==> config.mk <==
export PLATFORM = sky130hd
export DESIGN_NAME = page_packed_pixel_buffer_unit_flat
export DESIGN_NICKNAME = d
export VERILOG_FILES = /design/src/design/ppb_pkg.sv /design/src/design/ppb_if.sv /design/src/design/ppb_ctrl.sv /design/src/design/ppb_dp.sv /design/src/design/page_packed_pixel_buffer_unit.sv /design/src/flat_wrapper.sv
export SDC_FILE = /design/constraint.sdc
export NUM_CORES = 2
export LEC_CHECK = 0
export BUFFER_PORTS_ARGS = -buffer_cell sky130_fd_sc_hd__buf_2
export CAP_MARGIN = 25
export CORE_AREA = 2 2 617 619
export CTS_BUF_LIST = sky130_fd_sc_hd__clkbuf_4
export DETAILED_ROUTE_END_ITERATION = 8
export DIE_AREA = 0 0 619 621
export GPL_ROUTABILITY_DRIVEN = 0
export PLACE_DENSITY = 0.35
export SKIP_LAST_GASP = 1
export SYNTH_ARGS = -nofsm -noshare
export SYNTH_HDL_FRONTEND = slang
export SYNTH_SLANG_ARGS = --single-unit
==> constraint.sdc <==
create_clock -name clk -period 9.7 [get_ports clk]
set_input_delay 0.97 -clock clk [delete_from_list [all_inputs] [get_ports clk]]
set_output_delay 0.97 -clock clk [all_outputs]
set_load 0.01 [all_outputs]
==> src/design/ppb_pkg.sv <==
// ppb_pkg: shared types, codes and helpers for the page-packed pixel buffer
// no dependencies; used by the interfaces' users, the controller and the datapath

package ppb_pkg;

  // byte positions reach (255/8)*255 + 255 = 8160, so 13 bits cover every case
  localparam int POS_W = 13;

  typedef enum logic [1:0] {
    OP_ALLOC = 2'd0,
    OP_PIXEL = 2'd1,
    OP_FILL  = 2'd2,
    OP_READ  = 2'd3
  } op_t;

  typedef enum logic [2:0] {
    ST_INIT,
    ST_IDLE,
    ST_DECIDE,
    ST_CLEAR,
    ST_FILL,
    ST_DRAIN,
    ST_READ,
    ST_DONE
  } state_t;

  typedef struct packed {
    logic load;
    logic clr_step;
    logic fill_step;
    logic rd_issue;
    logic res_load;
  } cmd_t;

  typedef struct packed {
    op_t  op;
    logic reject;
    logic clear_empty;
    logic rect_empty;
    logic lin_last;
    logic scan_last;
  } sts_t;

  // bits lo..hi set within one page byte
  function automatic logic [7:0] page_mask(input logic [2:0] lo, input logic [2:0] hi);
    logic [7:0] m;
    m = '0;
    for (int i = 0; i < 8; i++) begin
      m[i] = (3'(i) >= lo) && (3'(i) <= hi);
    end
    return m;
  endfunction

endpackage

==> src/design/ppb_if.sv <==
// ppb_if: request and result channel interfaces of the pixel buffer
// valid/ready handshake; no package dependency

interface ppb_in_if;
  logic       valid;
  logic       ready;
  logic [1:0] operation;
  logic [7:0] x;
  logic [7:0] y;
  logic [7:0] w;
  logic [7:0] h;
  logic       color;
  logic [7:0] index;

  modport source (output valid, output operation, output x, output y, output w, output h,
                  output color, output index, input ready);
  modport sink   (input valid, input operation, input x, input y, input w, input h,
                  input color, input index, output ready);
endinterface

interface ppb_out_if;
  logic       valid;
  logic       ready;
  logic       status;
  logic [7:0] read_data;

  modport source (output valid, output status, output read_data, input ready);
  modport sink   (input valid, input status, input read_data, output ready);
endinterface

==> src/design/ppb_ctrl.sv <==
// ppb_ctrl: request sequencer of the pixel buffer
// depends on ppb_pkg (state_t, op_t, cmd_t, sts_t)

module ppb_ctrl (
  input  logic          clk,
  input  logic          rst_n,
  input  logic          in_valid,
  output logic          in_ready,
  output logic          out_valid,
  input  logic          out_ready,
  output ppb_pkg::cmd_t cmd,
  input  ppb_pkg::sts_t sts
);
  import ppb_pkg::*;

  state_t state_r, state_nxt;
  logic   out_valid_r, out_valid_nxt;
  logic   slot_free;

  assign slot_free = !out_valid_r || out_ready;

  always_ff @(posedge clk) begin
    if (!rst_n) begin
      state_r     <= ST_INIT;
      out_valid_r <= 1'b0;
    end else begin
      state_r     <= state_nxt;
      out_valid_r <= out_valid_nxt;
    end
  end

  // next state
  always_comb begin
    state_nxt = state_r;
    case (state_r)
      ST_INIT:   if (sts.lin_last) state_nxt = ST_IDLE;
      ST_IDLE:   if (in_valid) state_nxt = ST_DECIDE;
      ST_DECIDE: begin
        case (sts.op)
          OP_ALLOC: state_nxt = (sts.reject || sts.clear_empty) ? ST_DONE : ST_CLEAR;
          OP_PIXEL,
          OP_FILL:  state_nxt = sts.rect_empty ? ST_DONE : ST_FILL;
          OP_READ:  state_nxt = ST_READ;
          default:  state_nxt = ST_DONE;
        endcase
      end
      ST_CLEAR:  if (sts.lin_last) state_nxt = ST_DONE;
      ST_FILL:   if (sts.scan_last) state_nxt = ST_DRAIN;
      ST_DRAIN:  state_nxt = ST_DONE;
      ST_READ:   state_nxt = ST_DONE;
      ST_DONE:   if (slot_free) state_nxt = ST_IDLE;
      default:   state_nxt = ST_INIT;
    endcase
  end

  // outputs
  always_comb begin
    cmd           = '0;
    in_ready      = (state_r == ST_IDLE);
    cmd.load      = in_valid && (state_r == ST_IDLE);
    cmd.clr_step  = (state_r == ST_INIT) || (state_r == ST_CLEAR);
    cmd.fill_step = (state_r == ST_FILL);
    cmd.rd_issue  = (state_r == ST_READ);
    cmd.res_load  = (state_r == ST_DONE) && slot_free;
    out_valid_nxt = cmd.res_load ? 1'b1 : (out_ready ? 1'b0 : out_valid_r);
  end

  assign out_valid = out_valid_r;

  a_fill_drains: assert property (@(posedge clk) disable iff (!rst_n)
    (state_r == ST_FILL) && sts.scan_last |=> (state_r == ST_DRAIN))
    else $error("fill scan end did not drain the last write");

  a_result_shows: assert property (@(posedge clk) disable iff (!rst_n)
    cmd.res_load |=> out_valid_r)
    else $error("loaded result not presented");

  a_done_waits: assert property (@(posedge clk) disable iff (!rst_n)
    (state_r == ST_DONE) && out_valid_r && !out_ready |=> (state_r == ST_DONE))
    else $error("result overwritten while still pending");

  a_accept_decides: assert property (@(posedge clk) disable iff (!rst_n)
    in_valid && in_ready |=> (state_r == ST_DECIDE))
    else $error("accepted request not decoded");

  a_one_cmd: assert property (@(posedge clk) disable iff (!rst_n)
    $onehot0({cmd.load, cmd.clr_step, cmd.fill_step, cmd.rd_issue}))
    else $error("conflicting datapath commands");

endmodule

==> src/design/ppb_dp.sv <==
// ppb_dp: pixel store, area registers, clipping and byte scan of the pixel buffer
// depends on ppb_pkg (op_t, cmd_t, sts_t, POS_W, page_mask)

module ppb_dp #(
  parameter int STORE_BYTES = 256
) (
  input  logic          clk,
  input  logic          rst_n,
  input  ppb_pkg::cmd_t cmd,
  output ppb_pkg::sts_t sts,
  input  ppb_pkg::op_t  in_op,
  input  logic [7:0]    in_x,
  input  logic [7:0]    in_y,
  input  logic [7:0]    in_w,
  input  logic [7:0]    in_h,
  input  logic          in_color,
  input  logic [7:0]    in_index,
  output logic          out_status,
  output logic [7:0]    out_read_data
);
  import ppb_pkg::*;

  localparam int ADDR_W = $clog2(STORE_BYTES);
  localparam logic [POS_W-1:0] STORE_LIM = POS_W'(STORE_BYTES);

  logic [7:0] mem [STORE_BYTES];

  // area and request registers
  logic [7:0]       area_w_r, area_h_r;
  op_t              op_r;
  logic             reject_r, color_r, idx_ok_r, rect_empty_r;
  logic [7:0]       idx_r;
  logic [7:0]       x0_r, x1_r, y0_r, y1_r, col_r;
  logic [4:0]       page_r;
  logic [POS_W-1:0] lin_r, lim_r;

  // write-back stage of the read-modify-write
  logic              wb_pend_r, wb_ok_r;
  logic [ADDR_W-1:0] wb_addr_r;
  logic [7:0]        wb_mask_r;
  logic [7:0]        rdata_r;
  logic [7:0]        out_data_r;
  logic              out_status_r;

  // request decode
  logic [5:0]       pages_h;
  logic [POS_W-1:0] need;
  logic             fits;
  logic [7:0]       fx, fy, fw, fh, rx, ry, rw, rh;
  logic             pix_in;

  always_comb begin
    pages_h = 6'((9'(in_h) + 9'd7) >> 3);
    need    = POS_W'(in_w) * POS_W'(pages_h);
    fits    = need <= STORE_LIM;

    fx = (in_x > area_w_r) ? area_w_r : in_x;
    fy = (in_y > area_h_r) ? area_h_r : in_y;
    fw = ((9'(fx) + 9'(in_w)) > 9'(area_w_r)) ? (area_w_r - fx) : in_w;
    fh = ((9'(fy) + 9'(in_h)) > 9'(area_h_r)) ? (area_h_r - fy) : in_h;

    pix_in = (in_x < area_w_r) && (in_y < area_h_r);
    if (in_op == OP_PIXEL) begin
      rx = in_x;
      ry = in_y;
      rw = {7'd0, pix_in};
      rh = {7'd0, pix_in};
    end else begin
      rx = fx;
      ry = fy;
      rw = fw;
      rh = fh;
    end
  end

  // scan position of the current byte
  logic [POS_W-1:0] scan_pos;
  logic [2:0]       mlo, mhi;
  logic [7:0]       scan_mask;
  logic             col_end, page_end;

  always_comb begin
    scan_pos  = POS_W'(page_r) * POS_W'(area_w_r) + POS_W'(col_r);
    mlo       = (page_r == y0_r[7:3]) ? y0_r[2:0] : 3'd0;
    mhi       = (page_r == y1_r[7:3]) ? y1_r[2:0] : 3'd7;
    scan_mask = page_mask(mlo, mhi);
    col_end   = (col_r == x1_r);
    page_end  = (page_r == y1_r[7:3]);
  end

  always_ff @(posedge clk) begin
    if (!rst_n) begin
      area_w_r  <= '0;
      area_h_r  <= '0;
      lin_r     <= '0;
      lim_r     <= STORE_LIM;
      wb_pend_r <= 1'b0;
    end else begin
      wb_pend_r <= cmd.fill_step;
      if (cmd.clr_step) lin_r <= lin_r + 1'b1;
      if (cmd.load && (in_op == OP_ALLOC) && fits) begin
        area_w_r <= in_w;
        area_h_r <= in_h;
        lim_r    <= need;
        lin_r    <= '0;
      end
    end
  end

  always_ff @(posedge clk) begin
    if (cmd.load) begin
      op_r         <= in_op;
      reject_r     <= (in_op == OP_ALLOC) && !fits;
      color_r      <= in_color;
      idx_r        <= in_index;
      idx_ok_r     <= POS_W'(in_index) < STORE_LIM;
      rect_empty_r <= (rw == 8'd0) || (rh == 8'd0);
      x0_r         <= rx;
      x1_r         <= rx + rw - 8'd1;
      y0_r         <= ry;
      y1_r         <= ry + rh - 8'd1;
      col_r        <= rx;
      page_r       <= ry[7:3];
    end else if (cmd.fill_step) begin
      if (col_end) begin
        col_r  <= x0_r;
        page_r <= page_r + 5'd1;
      end else begin
        col_r <= col_r + 8'd1;
      end
    end
    if (cmd.fill_step) begin
      wb_addr_r <= ADDR_W'(scan_pos);
      wb_ok_r   <= scan_pos < STORE_LIM;
      wb_mask_r <= scan_mask;
    end
    if (cmd.res_load) begin
      out_status_r <= reject_r;
      out_data_r   <= ((op_r == OP_READ) && idx_ok_r) ? rdata_r : 8'd0;
    end
  end

  // store: one write and one registered read per cycle
  logic              mem_we, mem_re;
  logic [ADDR_W-1:0] mem_waddr, mem_raddr;
  logic [7:0]        mem_wdata;

  always_comb begin
    mem_re    = cmd.fill_step || cmd.rd_issue;
    mem_raddr = cmd.rd_issue ? ADDR_W'(idx_r) : ADDR_W'(scan_pos);
    if (cmd.clr_step) begin
      mem_we    = 1'b1;
      mem_waddr = ADDR_W'(lin_r);
      mem_wdata = 8'd0;
    end else begin
      mem_we    = wb_pend_r && wb_ok_r;
      mem_waddr = wb_addr_r;
      mem_wdata = color_r ? (rdata_r | wb_mask_r) : (rdata_r & ~wb_mask_r);
    end
  end

  always_ff @(posedge clk) begin
    if (mem_we) mem[mem_waddr] <= mem_wdata;
    if (mem_re) rdata_r <= mem[mem_raddr];
  end

  always_comb begin
    sts             = '0;
    sts.op          = op_r;
    sts.reject      = reject_r;
    sts.clear_empty = (lim_r == '0);
    sts.rect_empty  = rect_empty_r;
    sts.lin_last    = (lin_r == lim_r - 1'b1);
    sts.scan_last   = col_end && page_end;
  end

  assign out_status    = out_status_r;
  assign out_read_data = out_data_r;

endmodule

==> src/design/page_packed_pixel_buffer_unit.sv <==
// page_packed_pixel_buffer_unit: top level of the 1-bit page-packed pixel buffer
// depends on ppb_pkg, ppb_if (ppb_in_if, ppb_out_if), ppb_ctrl and ppb_dp
//
//   channel  dir  handshake      payload
//   in_ch    in   valid/ready    operation, x, y, w, h, color, index
//   out_ch   out  valid/ready    status, read_data
//
// one request at a time; after acceptance: DECIDE, then READ for a read, CLEAR for an
// allocation, FILL and DRAIN for pixel or fill (none if rejected or empty), then DONE;
// the next request is taken in the cycle the result shows at the earliest
// fill and clear run one store byte per cycle (read-modify-write pipelined on the store)
// after reset the whole store is cleared while in_ch.ready stays low
// a new request is taken while the previous result still waits on out_ch

module page_packed_pixel_buffer_unit #(
  parameter int STORE_BYTES = 256
) (
  input logic      clk,
  input logic      rst_n,
  ppb_in_if.sink   in_ch,
  ppb_out_if.source out_ch
);
  import ppb_pkg::*;

  cmd_t cmd;
  sts_t sts;

  ppb_ctrl u_ctrl (
    .clk       (clk),
    .rst_n     (rst_n),
    .in_valid  (in_ch.valid),
    .in_ready  (in_ch.ready),
    .out_valid (out_ch.valid),
    .out_ready (out_ch.ready),
    .cmd       (cmd),
    .sts       (sts)
  );

  ppb_dp #(
    .STORE_BYTES (STORE_BYTES)
  ) u_dp (
    .clk           (clk),
    .rst_n         (rst_n),
    .cmd           (cmd),
    .sts           (sts),
    .in_op         (op_t'(in_ch.operation)),
    .in_x          (in_ch.x),
    .in_y          (in_ch.y),
    .in_w          (in_ch.w),
    .in_h          (in_ch.h),
    .in_color      (in_ch.color),
    .in_index      (in_ch.index),
    .out_status    (out_ch.status),
    .out_read_data (out_ch.read_data)
  );

endmodule

==> src/flat_wrapper.sv <==
// flat-port wrapper written by rule: the top's interface ports become plain ports
module page_packed_pixel_buffer_unit_flat import ppb_pkg::*;
#(
  parameter int STORE_BYTES = 256
)
  (clk, rst_n, in_ch_valid, in_ch_operation, in_ch_x, in_ch_y, in_ch_w, in_ch_h, in_ch_color, in_ch_index, in_ch_ready, out_ch_valid, out_ch_status, out_ch_read_data, out_ch_ready);
  ppb_in_if in_ch_i ();
  ppb_out_if out_ch_i ();
  input logic clk;
  input logic rst_n;
  input wire logic [$bits(in_ch_i.valid)-1:0] in_ch_valid;
  input wire logic [$bits(in_ch_i.operation)-1:0] in_ch_operation;
  input wire logic [$bits(in_ch_i.x)-1:0] in_ch_x;
  input wire logic [$bits(in_ch_i.y)-1:0] in_ch_y;
  input wire logic [$bits(in_ch_i.w)-1:0] in_ch_w;
  input wire logic [$bits(in_ch_i.h)-1:0] in_ch_h;
  input wire logic [$bits(in_ch_i.color)-1:0] in_ch_color;
  input wire logic [$bits(in_ch_i.index)-1:0] in_ch_index;
  output wire logic [$bits(in_ch_i.ready)-1:0] in_ch_ready;
  output wire logic [$bits(out_ch_i.valid)-1:0] out_ch_valid;
  output wire logic [$bits(out_ch_i.status)-1:0] out_ch_status;
  output wire logic [$bits(out_ch_i.read_data)-1:0] out_ch_read_data;
  input wire logic [$bits(out_ch_i.ready)-1:0] out_ch_ready;
  assign in_ch_i.valid = in_ch_valid;
  assign in_ch_i.operation = in_ch_operation;
  assign in_ch_i.x = in_ch_x;
  assign in_ch_i.y = in_ch_y;
  assign in_ch_i.w = in_ch_w;
  assign in_ch_i.h = in_ch_h;
  assign in_ch_i.color = in_ch_color;
  assign in_ch_i.index = in_ch_index;
  assign in_ch_ready = in_ch_i.ready;
  assign out_ch_valid = out_ch_i.valid;
  assign out_ch_status = out_ch_i.status;
  assign out_ch_read_data = out_ch_i.read_data;
  assign out_ch_i.ready = out_ch_ready;
  page_packed_pixel_buffer_unit #(.STORE_BYTES(STORE_BYTES)) u_core (.clk(clk), .rst_n(rst_n), .in_ch(in_ch_i), .out_ch(out_ch_i));
endmodule
## Word level (Yosys, flattened, before mapping)

Memories as Yosys holds them, arrays and structs flattened. A register that Yosys moved wholly into a read port is not among the register bits.
Index checks and enable logic that the tools add are counted.
W data, S select, Z words.

- $add $sub $neg: 14
- Multiply operators: 2
- Order comparisons: 24
- Equality and inequality tests: 20
- Muxes and demuxes: 34
- Bitwise gates (word level): 4
- Reduce and logical (&&, ||, !) cells: 37

Operator list:

| operator | number |
|---|---|
| $mux W8 | 15 |
| $mux W3 | 8 |
| $pmux W3 S7 | 1 |
| $add A8 B8 Y9 | 2 |
| $gt A9 B8 Y1 | 2 |
| $add A8 B8 Y8 | 2 |
| $gt A8 B8 Y1 | 2 |
| $logic_and A1 B1 Y1 | 16 |
| $logic_not A8 Y1 | 2 |
| $lt A8 B8 Y1 | 2 |
| $sub A8 B1 Y8 const B | 2 |
| $sub A8 B8 Y8 | 2 |
| $mux W5 | 3 |
| $add A13 B1 Y13 const B | 1 |
| $add A13 B8 Y13 | 1 |
| $eq A13 B13 Y1 | 1 |
| $le A13 B9 Y1 const B | 1 |
| $logic_not A13 Y1 | 1 |
| $lt A13 B9 Y1 const B | 1 |
| $mul A5 B8 Y13 | 1 |
| $mul A8 B6 Y13 | 1 |
| $sub A13 B1 Y13 const B | 1 |
| $eq A3 B3 Y1 const B | 4 |
| $ge A3 B3 Y1 const A | 4 |
| 31 further kinds | 59 |

- Register bits after elaboration: 131
- Memory bits (writable): 2,048
- Output and inout port bits: 11
- Logic and storage cells: 159
- Memories kept: 1

Memory list:

| memory | words | width | read ports | clocked after Yosys merged registers in | write ports | RTL line | RTL |
|---|---|---|---|---|---|---|---|
| u_core.u_dp.mem | 256 | 8 | 1 | 1 | 1 | ppb_dp.sv:26 | `logic [7:0] mem [STORE_BYTES];` |

## Longest topological paths before layout

- Word-level depth: 8
- Depth in mapped cells: 39
- Depth with buffers taken out: 37

## By module

From an unflattened synthesis, not the netlist that was laid out.

- Cell total of the unflattened synthesis: 5,222
- Area total of the unflattened synthesis: 92,762.7 µm²

By module, submodules not included:

| module | instances | cells each | area each (µm²) | seq. area each (µm²) |
|---|---|---|---|---|
| ppb_dp | 1 | 5,176 | 92,382.4 | 65,122.5 |
| ppb_ctrl | 1 | 46 | 380.4 | 80.1 |

## Least setup slack after synthesis

Ideal clock, no wire load.

- Path type: register to register
- From: reg u_core.u_ctrl.state_r[1]
- To: mem u_core.u_dp.mem[0][0], data pin
- Data arrival time: 7.343 ns
- Path slack: 0.968 ns
- Stages on the path, launching flop included: 8
- Buffers on the path: 3
- Period minus slack after synthesis: 8.732 ns
- Cells stage by stage: dfxtp_1 clkbuf_1 inv_1 nand2_1 a21oi_1 clkbuf_1 buf_1 nor2_1

- Cells in the longest elaborated chain, start to end: 3

RTL lines:

| item | RTL line | RTL |
|---|---|---|
| start, declared | ppb_ctrl.sv:16 | `state_t state_r, state_nxt;` |
| start signal, assigned | ppb_ctrl.sv:27 | `state_r <= state_nxt;` |
| $eq A3 B2 Y1 or $logic_not A3 Y1 (tied branches) | ppb_ctrl.sv:61 | `cmd.clr_step = (state_r == ST_INIT) \|\| (state_r == ST_CLEAR);` |
| $logic_or A1 B1 Y1 * | ppb_ctrl.sv:61 |  |
| $mux W8 * | ppb_dp.sv:151 | `if (cmd.clr_step) begin` |
| named net u_core.u_dp.mem_wdata[0] | ppb_dp.sv:146 | `logic [7:0] mem_wdata;` |
| end, declared | ppb_dp.sv:26 |  |

The timed path passes the listed nets; every way through them passes the cells marked *.

## Worst setup path after layout

- From: reg u_core.u_dp.page_r[0]
- To: reg u_core.u_dp.rdata_r[0], read port of u_core.u_dp.mem, data pin

- Cells in the longest elaborated chain, start to end: 3

RTL lines:

| item | RTL line | RTL |
|---|---|---|
| start, declared | ppb_dp.sv:34 | `logic [4:0] page_r;` |
| start signal, assigned | ppb_dp.sv:123 | `page_r <= ry[7:3];` |
| start signal, assigned | ppb_dp.sv:127 | `page_r <= page_r + 5'd1;` |
| $mul A5 B8 Y13 | ppb_dp.sv:83 | `scan_pos = POS_W'(page_r) * POS_W'(area_w_r) + POS_W'(col_r);` |
| $add A13 B8 Y13 | ppb_dp.sv:83 |  |
| $mux W8 | ppb_dp.sv:150 | `mem_raddr = cmd.rd_issue ? ADDR_W'(idx_r) : ADDR_W'(scan_pos);` |
| end, declared | ppb_dp.sv:41 | `logic [7:0] rdata_r;` |

Every way passes these cells.
A chain may end at the register's enable or synchronous reset.

==> impl_metrics.env <==
export IMPL_instances_no_fill=13310
export IMPL_hold_path_class="input port to flip-flop"
export IMPL_fin_crit_sh_pct=80.74
export IMPL_vdd_drop_max_mv=0.1065
export IMPL_hold_viol_final=0
export IMPL_synth_most_common_cell="edfxtp_1"
export IMPL_path_max_fanout=70
export IMPL_wl_per_cell_um=25.84
export IMPL_synth_top_cell_area_share_pct=68.22
export IMPL_port_buffers=57
export IMPL_ys_flop_type="edfxtp_1"
export IMPL_grt_use_total_pct=17.55
export IMPL_ys_types=89
export IMPL_post_synth_main_area_contributors="edfxtp_1, nand2_1, nand3_1"
export IMPL_tightest_slew_ps=1143
export IMPL_ys_seq_area_share_pct=69.22
export IMPL_syn_nets=7581
export IMPL_min_to="u_core.u_dp.color_r"
export IMPL_numClockSinks=2187
export IMPL_status="finished clean"
export IMPL_p_per_area_nw_per_um2=180.7
export IMPL_grt_max_degree=145
export IMPL_dp_cells=12170
export IMPL_die_area_um2=384400
export IMPL_setup_violations=0
export IMPL_clock_skew_ps=131.1
export IMPL_ff2ff_path_depth=17
export IMPL_post_route_util_pct=28.93
export IMPL_ant_nets=0
export IMPL_reg_top3="u_core.u_dp.mem x2048, u_core.u_dp.lim_r x13, u_core.u_dp.lin_r x13"
export IMPL_antenna_found_initial=33
export IMPL_netlist_area_um2=94200
export IMPL_worstHoldPathCells=2
export IMPL_dpl_hpwl_um=213300
export IMPL_cts_root_buf="clkbuf_4"
export IMPL_synthCells=7338
export IMPL_reg2reg_to="u_core.u_dp.rdata_r[0]"
export IMPL_core_area_um2=377800
export IMPL_synth_largest_area_cell="edfxtp_1"
export IMPL_end_kind="flip-flop"
export IMPL_numCtsBuffers=633
export IMPL_cts_tree="built"
export IMPL_path_class="flip-flop to flip-flop"
export IMPL_area_growth_pct=16.00
export IMPL_insertion_delay_ps=1580
export IMPL_yosys_register_bits=2187
export IMPL_viasPerCell=4.688
export IMPL_min_period_ps=7832
export IMPL_syn_area_per_cell_um2=12.84
export IMPL_synth_edff_count=2140
export IMPL_fin_tns_setup_ps=0
export IMPL_die_w_um=619
export IMPL_ctsResizeCount=0
export IMPL_rows=226
export IMPL_report_final_slew_viol_count=0
export IMPL_async_reset_ff_share_pct=0
export IMPL_nets=8091
export IMPL_fmax_mhz=127.7
export IMPL_drt_iter0_drc=5085
export IMPL_vias=62410
export IMPL_largest_register_ffs=2048
export IMPL_ios=58
export IMPL_max_slew_margin_pct=23.78
export IMPL_grt_pass1_wl_um=485600
export IMPL_routed_wirelength_um=344000
export IMPL_dr_pass1_iters=6
export IMPL_multi_input_area_um2=26770
export IMPL_clock_path_buffers=4
export IMPL_max_cap_violations=0
export IMPL_cp_start_kind="flip-flop"
export IMPL_r2r_slack_ps=1870
export IMPL_grt_overflow_total=0
export IMPL_min_from="in_ch_color"
export IMPL_grt_pass1_vias=63600
export IMPL_cts_hold_buf=50
export IMPL_drive_gt1_share_pct=16.27
export IMPL_p_leak_nw=38.65
export IMPL_cp_data_arrival_time_ps=8960
export IMPL_postCtsSetupBuffers=0
export IMPL_fp_dieH_um=621
export IMPL_r2r_start="u_core.u_dp.page_r[0]"
export IMPL_cts_max_level=6
export IMPL_fin_total_pwr_mw=19.75
export IMPL_start_util_pct=24.94
export IMPL_clk_pin_slew_worst_paths_ps=60
export IMPL_post_route_drc_count=0
export IMPL_netlist_top_cells_count="edfxtp_1, nand2_1, nand3_1"
export IMPL_regMostFlops="u_core.u_dp.mem"
export IMPL_required_ps=10820
export IMPL_seqCellArea_um2=65200
export IMPL_rsz0062_at_grt="no"
export IMPL_fillers=38990
export IMPL_yosys_warnings=0
[per-stage QoR]
step | hold slack (ps) | instance area [um2] | worst slack, ps
after floorplan | 427.5 | 94200 | 967.6
after global placement | 459.0 | 100600 | 1345
after detailed placement | 469.0 | 100800 | 1598
after CTS | 5.435 | 109200 | 1889
after global routing | 86.94 | 109300 | 1464
final | 235.4 | 109300 | 1868
[logic make-up after synthesis]
logic type | Yosys count | synth area share (%)
flops | 2187 | 69.22
fa+ha+maj | 196 | 3.050
simple gates | 3245 | 14.94
mux | 352 | 4.140
compound gates | 651 | 4.808
xor+xnor | 116 | 1.079
buf+inv | 591 | 2.768
[report_power, final]
group          internal [mW]  switching [mW]
logic                  0.322           0.459
registers               10.3         0.00475
clock network           4.55            4.16
[layer usage]
metal | part of all wire (%) | vias up | track usage [%]
met1 | 46 | 31830 | 24.07
met5 | 0.018 | - | 0
met3 | 5.0 | 529 | 2.955
met2 | 47 | 1770 | 28.31
li1 | - | 28280 | -
met4 | 2.7 | 12 | 5.163
[cells in the final DEF (no fill, tap or decap), drive strengths merged, types with 13 or more instances in the layout]
cell         synthesis  routed
edfxtp            2140    2140
nand2             1775    1775
clkbuf             160     919
nand3              736     736
nor2               358     358
mux2i              304     304
buf                259     242
inv                171     191
a21oi              155     155
ha                 140     140
clkinv               1     111
a32oi               95      95
a31oi               92      92
o21ai               73      73
and3                72      72
xnor2               65      65
nand4               58      58
fa                  56      56
and2                56      56
xor2                51      51
dlygate4sd3          0      50
dfxtp               47      47
nor3                43      43
nor2b               38      38
nor4                36      36
mux4                27      27
a21o                24      24
a311oi              22      22
mux2                21      21
o21a                18      18
o22ai               18      18
o211ai              17      17
clkinvlp             0      15
o31ai               14      14
nand2b              13      13
a22oi               13      13
[critical path: stages, from the launching register on]
cell and delay (ps):
edfxtp_1 690, nand2_1 150, fa_1 520, inv_1 50, ha_1 300, fa_1 510
inv_1 60, fa_1 570, o21ai_4 810, buf_12 490, nor2_4 110, buf_4 320
a32o_1 310, a221oi_1 890, mux2i_1 450, a2111oi_0 570, buf_1 230, nand4_1 280
[final cells by class]
cell class	count	area share, %
clock buffer	917	6.300
sequential	2187	59.67
inverter	172	0.5908
multi-input combinational	4560	24.50
timing repair buffer	294	2.281
antenna	12	0.02748
tap	5016	5.743
clock inverter	154	0.8874
[how the worst max path moves through the flow]
stage / start / endpoint / cells past startpoint
finish: u_core.u_dp.page_r[0] / u_core.u_dp.rdata_r[0] / 17
global route: u_core.u_dp.area_w_r[5] / u_core.u_dp.x1_r[7] / 37
detailed placement: in_ch_x[7] / u_core.u_dp.x1_r[7] / 36
CTS: u_core.u_dp.page_r[0] / u_core.u_dp.rdata_r[0] / 17
floorplan: u_core.u_ctrl.state_r[1] / u_core.u_dp.mem[0][0] / 7
global placement: u_core.u_dp.page_r[0] / u_core.u_dp.rdata_r[4] / 16
Note: power is estimated with default switching activity, not from simulation.
